<file path="src/rtl/sps_div.sv">
// ----------------------------------------------------------------------------
// sps_div
// Restoring divider: 30-bit dividend by 15-bit divisor, one quotient bit
// per cycle.
// ----------------------------------------------------------------------------
module sps_div (
  input  logic        clk,
  input  logic        rst_n,
  input  logic        start,
  input  logic [29:0] dividend,
  input  logic [14:0] divisor,
  output logic        done,
  output logic [14:0] rem
);
  logic [29:0] q_r;
  logic [15:0] r_r;
  logic [14:0] d_r;
  logic [4:0]  cnt_r;
  logic        busy_r;
  logic [15:0] sh;
  logic [16:0] diff;

  always_comb begin
    sh   = {r_r[14:0], q_r[29]};
    diff = {1'b0, sh} - {2'b0, d_r};
  end

  always_ff @(posedge clk) begin
    if (!rst_n) begin
      busy_r <= 1'b0;
      done   <= 1'b0;
      cnt_r  <= '0;
    end else begin
      done <= 1'b0;
      if (start) begin
        busy_r <= 1'b1;
        q_r    <= dividend;
        r_r    <= '0;
        d_r    <= divisor;
        cnt_r  <= 5'd29;
      end else if (busy_r) begin
        if (diff[16]) begin
          r_r <= sh;
          q_r <= {q_r[28:0], 1'b0};
        end else begin
          r_r <= diff[15:0];
          q_r <= {q_r[28:0], 1'b1};
        end
        if (cnt_r == 5'd0) begin
          busy_r <= 1'b0;
          done   <= 1'b1;
        end else begin
          cnt_r <= cnt_r - 5'd1;
        end
      end
    end
  end

  assign rem  = r_r[14:0];
endmodule

</file>
<file path="config.mk">
export PLATFORM = sky130hd
export DESIGN_NAME = sps_div
export DESIGN_NICKNAME = d
export VERILOG_FILES = /design/src/rtl/sps_div.sv
export SDC_FILE = /design/constraint.sdc
export NUM_CORES = 1
export LEC_CHECK = 0
export BUFFER_PORTS_ARGS = -buffer_cell sky130_fd_sc_hd__buf_2
export CAP_MARGIN = 10
export CORE_MARGIN = 2
export CORE_UTILIZATION = 57
export CTS_BUF_LIST = sky130_fd_sc_hd__clkbuf_4 sky130_fd_sc_hd__clkbuf_8
export CTS_CLUSTER_SIZE = 12
export DETAILED_ROUTE_END_ITERATION = 8
export GPL_TIMING_DRIVEN = 0
export PLACE_DENSITY = 0.82
export SLEW_MARGIN = 30
export SYNTH_ARGS = -nofsm -noshare
export SYNTH_HDL_FRONTEND = slang
export SYNTH_SLANG_ARGS = --single-unit
</file>
<file path="constraint.sdc">
create_clock -name clk -period 3.5 [get_ports clk]
set_input_delay 0.875 -clock clk [delete_from_list [all_inputs] [get_ports clk]]
set_output_delay 0.875 -clock clk [all_outputs]
set_load 0.1 [all_outputs]
</file>
# --- Yosys cells after proc, flatten, opt, wreduce, memory -nomap -nowiden ---
# Index checks and enable logic that the tools add are counted.
# W data, S select, Z words.
classes:
  n_mul: 0
  n_addsub: 2
  div: 0
  n_mux: 12
  bitwise: 3
  magnitude_cmp: 0
  reduce_logical: 8
  n_eq_ne: 1
  n_shift: 0
ops:
  columns: ["op", "count"]
  rows:
  - ["$mux W30", 2]
  - ["$mux W15", 2]
  - ["$sub A16 B15 Y17", 1]
  - ["$mux W5", 3]
  - ["$reduce_and A2 Y1", 4]
  - ["$logic_not A5 Y1", 1]
  - ["$mux W1", 5]
  - ["$sub A5 B1 Y5 const B", 1]
  - ["$not A1 Y1", 3]
  - ["$reduce_or A3 Y1", 1]
  - ["$ne A2 B2 Y1 const B", 1]
  - ["$reduce_bool A2 Y1", 1]
  - ["$reduce_or A2 Y1", 1]
word_totals:
  n_memories: 0
  register_bits: 67
  ramBits: 0
  elab_cells: 33
  output_inout_bits: 16
  latch_bits: 0
  rom_bits: 0

# --- Longest topological paths before layout ---
depth:
  word_depth: 4
  depth_mapped: 11
  mapped_depth_nobuf: 10

# --- Worst setup path before layout ---
# No wires, ideal clock.
synth_timing:
  kind: "reg-to-reg"
  startpoint: "register r_r[0]"
  endpoint: "register r_r[13], data pin"
  synth_period_minus_slack_ns: 3.079
  arrival_time_ns: 2.899
  stages_incl_launch_ff: 10
  setup_slack_ns: 0.421
  setup_ns: 0.180
  t_required_ns: 3.320
  path_cell_list: "edfxtp_1 -> inv_1 -> fa_1 -> and2b_1 -> o31ai_4 -> o21ai_2 -> o211ai_2 -> and2_4 -> or4_1 -> o311ai_1"
synth_via:
  elab_chain_len: 3
synth_lines:
  columns: ["element", "line", "rtl"]
  rows:
  - ["start: declaration", "16", "logic [15:0] r_r;"]
  - ["start signal: assignment", "43", "r_r <= sh;"]
  - ["start signal: assignment", "46", "r_r <= diff[15:0];"]
  - ["$sub A16 B15 Y17", "25", "diff = {1'b0, sh} - {2'b0, d_r};"]
  - ["$mux W15", "42", "if (diff[16]) begin"]
  - ["$mux W15", "41", "end else if (busy_r) begin"]
# Every way passes these cells. The select of a mux whose other input is x is not followed.
# A chain may end at the register's enable or synchronous reset.

# --- Worst setup path in the final report ---
layout_timing:
  startpoint: "register q_r[29]"
  endpoint: "register r_r[4], data pin"
layout_via:
  elab_chain_len: 3
layout_lines:
  columns: ["element", "line", "rtl"]
  rows:
  - ["start: declaration", "15", "logic [29:0] q_r;"]
  - ["start signal: assignment", "37", "q_r <= dividend;"]
  - ["start signal: assignment", "44", "q_r <= {q_r[28:0], 1'b0};"]
  - ["start signal: assignment", "47", "q_r <= {q_r[28:0], 1'b1};"]
  - ["$sub A16 B15 Y17", "25", null]
  - ["$mux W15", "42", null]
  - ["$mux W15", "41", null]
# Every way passes these cells. The select of a mux whose other input is x is not followed.

==> reports/results.txt <==
Die Area = 6600 µm²
Final Cycle Share = 76.9%
GRT Total Usage = 22.3%
routed len/inst = 15.5 µm
die width = 81.3 µm
Layout Cells excl Fill = 426
Arr. time, crit path = 2770 ps
final worst slack = 810 ps
Die H = 81.3 µm
# resized after CTS = 0
PwrDens = 579 nW/µm²
final net count = 411
Routed met2 length = 3150 µm
initial cell density of the core = 58.1%
Hold/Removal Path Class = register to register
ANT cells = 0
Static Leakage = 1.67 nW
Top FF cell, synth = edfxtp_1
Setup CP Type = register to register
uppermost layer routed = met4
PortBufs = 63
Syn. warnings = 0
FP Rows = 28
Top delay family on crit path = compound AO/OA/AOI/OAI gates
slew margin rel. = 47.6%
worst-case clock buffer depth = 2
Max Fanout on Critical Path = 10
Post CTS Setup Buffer Count = 0
htree depth = 3
status = finished clean
clock slew at reported path FFs = 80 ps
Post-route DRC = 0
CP max-delay cell = edfxtp_1
synthesized cell area = 3400 µm²
unrepaired setup endpoints after global routing = no
CP Cell Sequence = inv_1 > ha_1 > fa_1 > and2b_1 > o31ai_4 > o21ai_2 > o211ai_2 > nand2_2 > buf_2 > a31oi_1 > nor2_1
Hold Vio Cnt, Final = 0
crit path capture type = register
Slew @ Worst Pin = 786 ps
Tmin final = 2690 ps
final setup violation count = 0
Max Cap Viol = 0
vias in the first global route = 2365
Mapped Cells = 272
initial antenna violation count = 0
Worst Setup Start Kind = register
maximum vdd drop = 0.500 mV
cts bufs inserted = 9
pin count of the biggest net entering global routing = 46
CTS tree = done
GRT overflow = 0
Placed Instances = 410
WL met1 = 2870 µm
Core Region = 5850 µm²
clock sinks = 67
count of pins over their slew limit = 0
Post-DRT Antenna Nets = 0
Yosys cell types = 46
IO Count = 64
mean number of vias per cell = 5.50
DRT Pass-1 Iters = 4
Required @ worst endpoint = 3580 ps
Worst Path Buf+Inv = 2
Routed WL = 6590 µm
Worst-Skew Late Latency = 350 ps
Area Overhead vs Synth = 19.9%
Syn Area/Cell = 12.5 µm²
1st-iter DRT viols = 156
CP peak stage delay = 380 ps
Post-CTS Hold Buffers = 0
part of the Yosys area used for sequential elements = 57.1%
Final HPWL DP = 4590 µm
WL met3 = 482 µm
layout cell share with drive strength beyond 1 = 33.3%
WHS = 494 ps
final clock skew = 13.0 ps
post-synthesis async set-or-reset flop share = 0%
Peak Freq = 372 MHz
Final GP Congestion = 0.835
EDFF count, synth = 60
Place WS = 544 ps
Synth Register Bits = 67
first-pass GRT wire length = 10800 µm
clock root buffer = clkbuf_8
via count = 2343
syn_nets = 337
kinds of logic after synthesis:
logic type | synth area share [%]
flops | 57.1
simple gates | 9.27
compound gates | 11.6
mux | 9.93
buf+inv | 3.35
fa+ha+maj | 6.47
xor+xnor | 2.32
per-stage QoR:
| step | setup TNS (ps) | util, % | cell area [µm²] | power, W |
|---|---|---|---|---|
| floorplan | 0 | - | 3400 | 0.00141 |
| global placement | -14680 | 65.1 | 3810 | 0.00151 |
| detailed placement | 0 | 65.3 | 3820 | 0.00153 |
| CTS | 0 | 69.7 | 4080 | 0.00237 |
| global route | 0 | 69.7 | 4080 | 0.00245 |
| finish | 0 | 69.7 | 4080 | 0.00236 |
cell type report:
class	instances	area (µm²)
fillers	418	1770
flip-flops and latches	67	1940
clock inverters	6	128
repair buffers	63	315
inverters	21	78.8
clock buffers	10	131
well taps	75	93.8
multi-input cells	176	1350
plain buffers	8	35.0
cells in the final DEF, fill, tap and decap left out, types with 3 or more instances in the layout:
cell	instances
buf_2	64
edfxtp_1	60
mux2_2	30
nand2_1	22
inv_1	21
a21oi_1	20
ha_1	16
nor2_1	13
o21a_1	10
clkbuf_8	9
xnor2_1	7
dfxtp_1	7
clkbuf_1	5
a211oi_1	5
nor3_1	4
o21ai_0	4
bufinv_16	4
nor2b_1	3
a21o_1	3
and3_1	3
nand2b_1	3
a31oi_1	3
flip-flops by register name (all words and copies together) (netlist names):
name	count
q_r	30
d_r	15
r_r	15
cnt_r	5
busy_r	1
done	1
cells in the mapped netlist (all sizes together) (2+ instances only):
library cell | number | area (µm²)
o311ai | 2 | 17.5
o21ai | 5 | 28.8
xor2 | 2 | 17.5
dfxtp | 7 | 140
ha | 16 | 200
nand3 | 3 | 20.0
and2 | 2 | 15.0
mux2 | 30 | 338
a211oi | 5 | 37.5
nand2 | 23 | 88.8
nor2b | 3 | 18.8
nor3 | 4 | 20.0
nand4b | 2 | 17.5
inv | 21 | 78.8
o31ai | 2 | 28.8
buf | 3 | 16.3
clkbuf | 5 | 18.8
and3 | 3 | 18.8
nand2b | 3 | 18.8
a31oi | 3 | 18.8
edfxtp | 60 | 1800
or2 | 2 | 12.5
o21a | 11 | 82.6
a21o | 3 | 22.5
a21oi | 20 | 100
or4 | 2 | 15.0
xnor2 | 7 | 61.3
nor2 | 13 | 48.8
final timing paths:
check | slack [ps] | endpoint | from | depth (start not counted)
setup / recovery | 810 | r_r[4] | q_r[29] | 11
hold / removal | 490 | done | cnt_r[4] | 1
setup reg to reg | 810 | r_r[4] | q_r[29] | 11
hold reg to reg | 490 | done | cnt_r[4] | 1
where the power goes:
part	leakage (nW)	switching, W	internal [W]
Sequential	0.631	0.0000310	0.000951
Clock	0.129	0.000297	0.000549
Combinational	0.911	0.000346	0.000186
Total	1.67	0.000674	0.00169
per-layer routing:
layer	global-route usage, %	up-vias
met2	35.3	80
met5	0	-
met1	27.9	1100
met3	8.22	10
li1	-	1153
met4	8.64	0
Power figures use the tool's default switching activity.
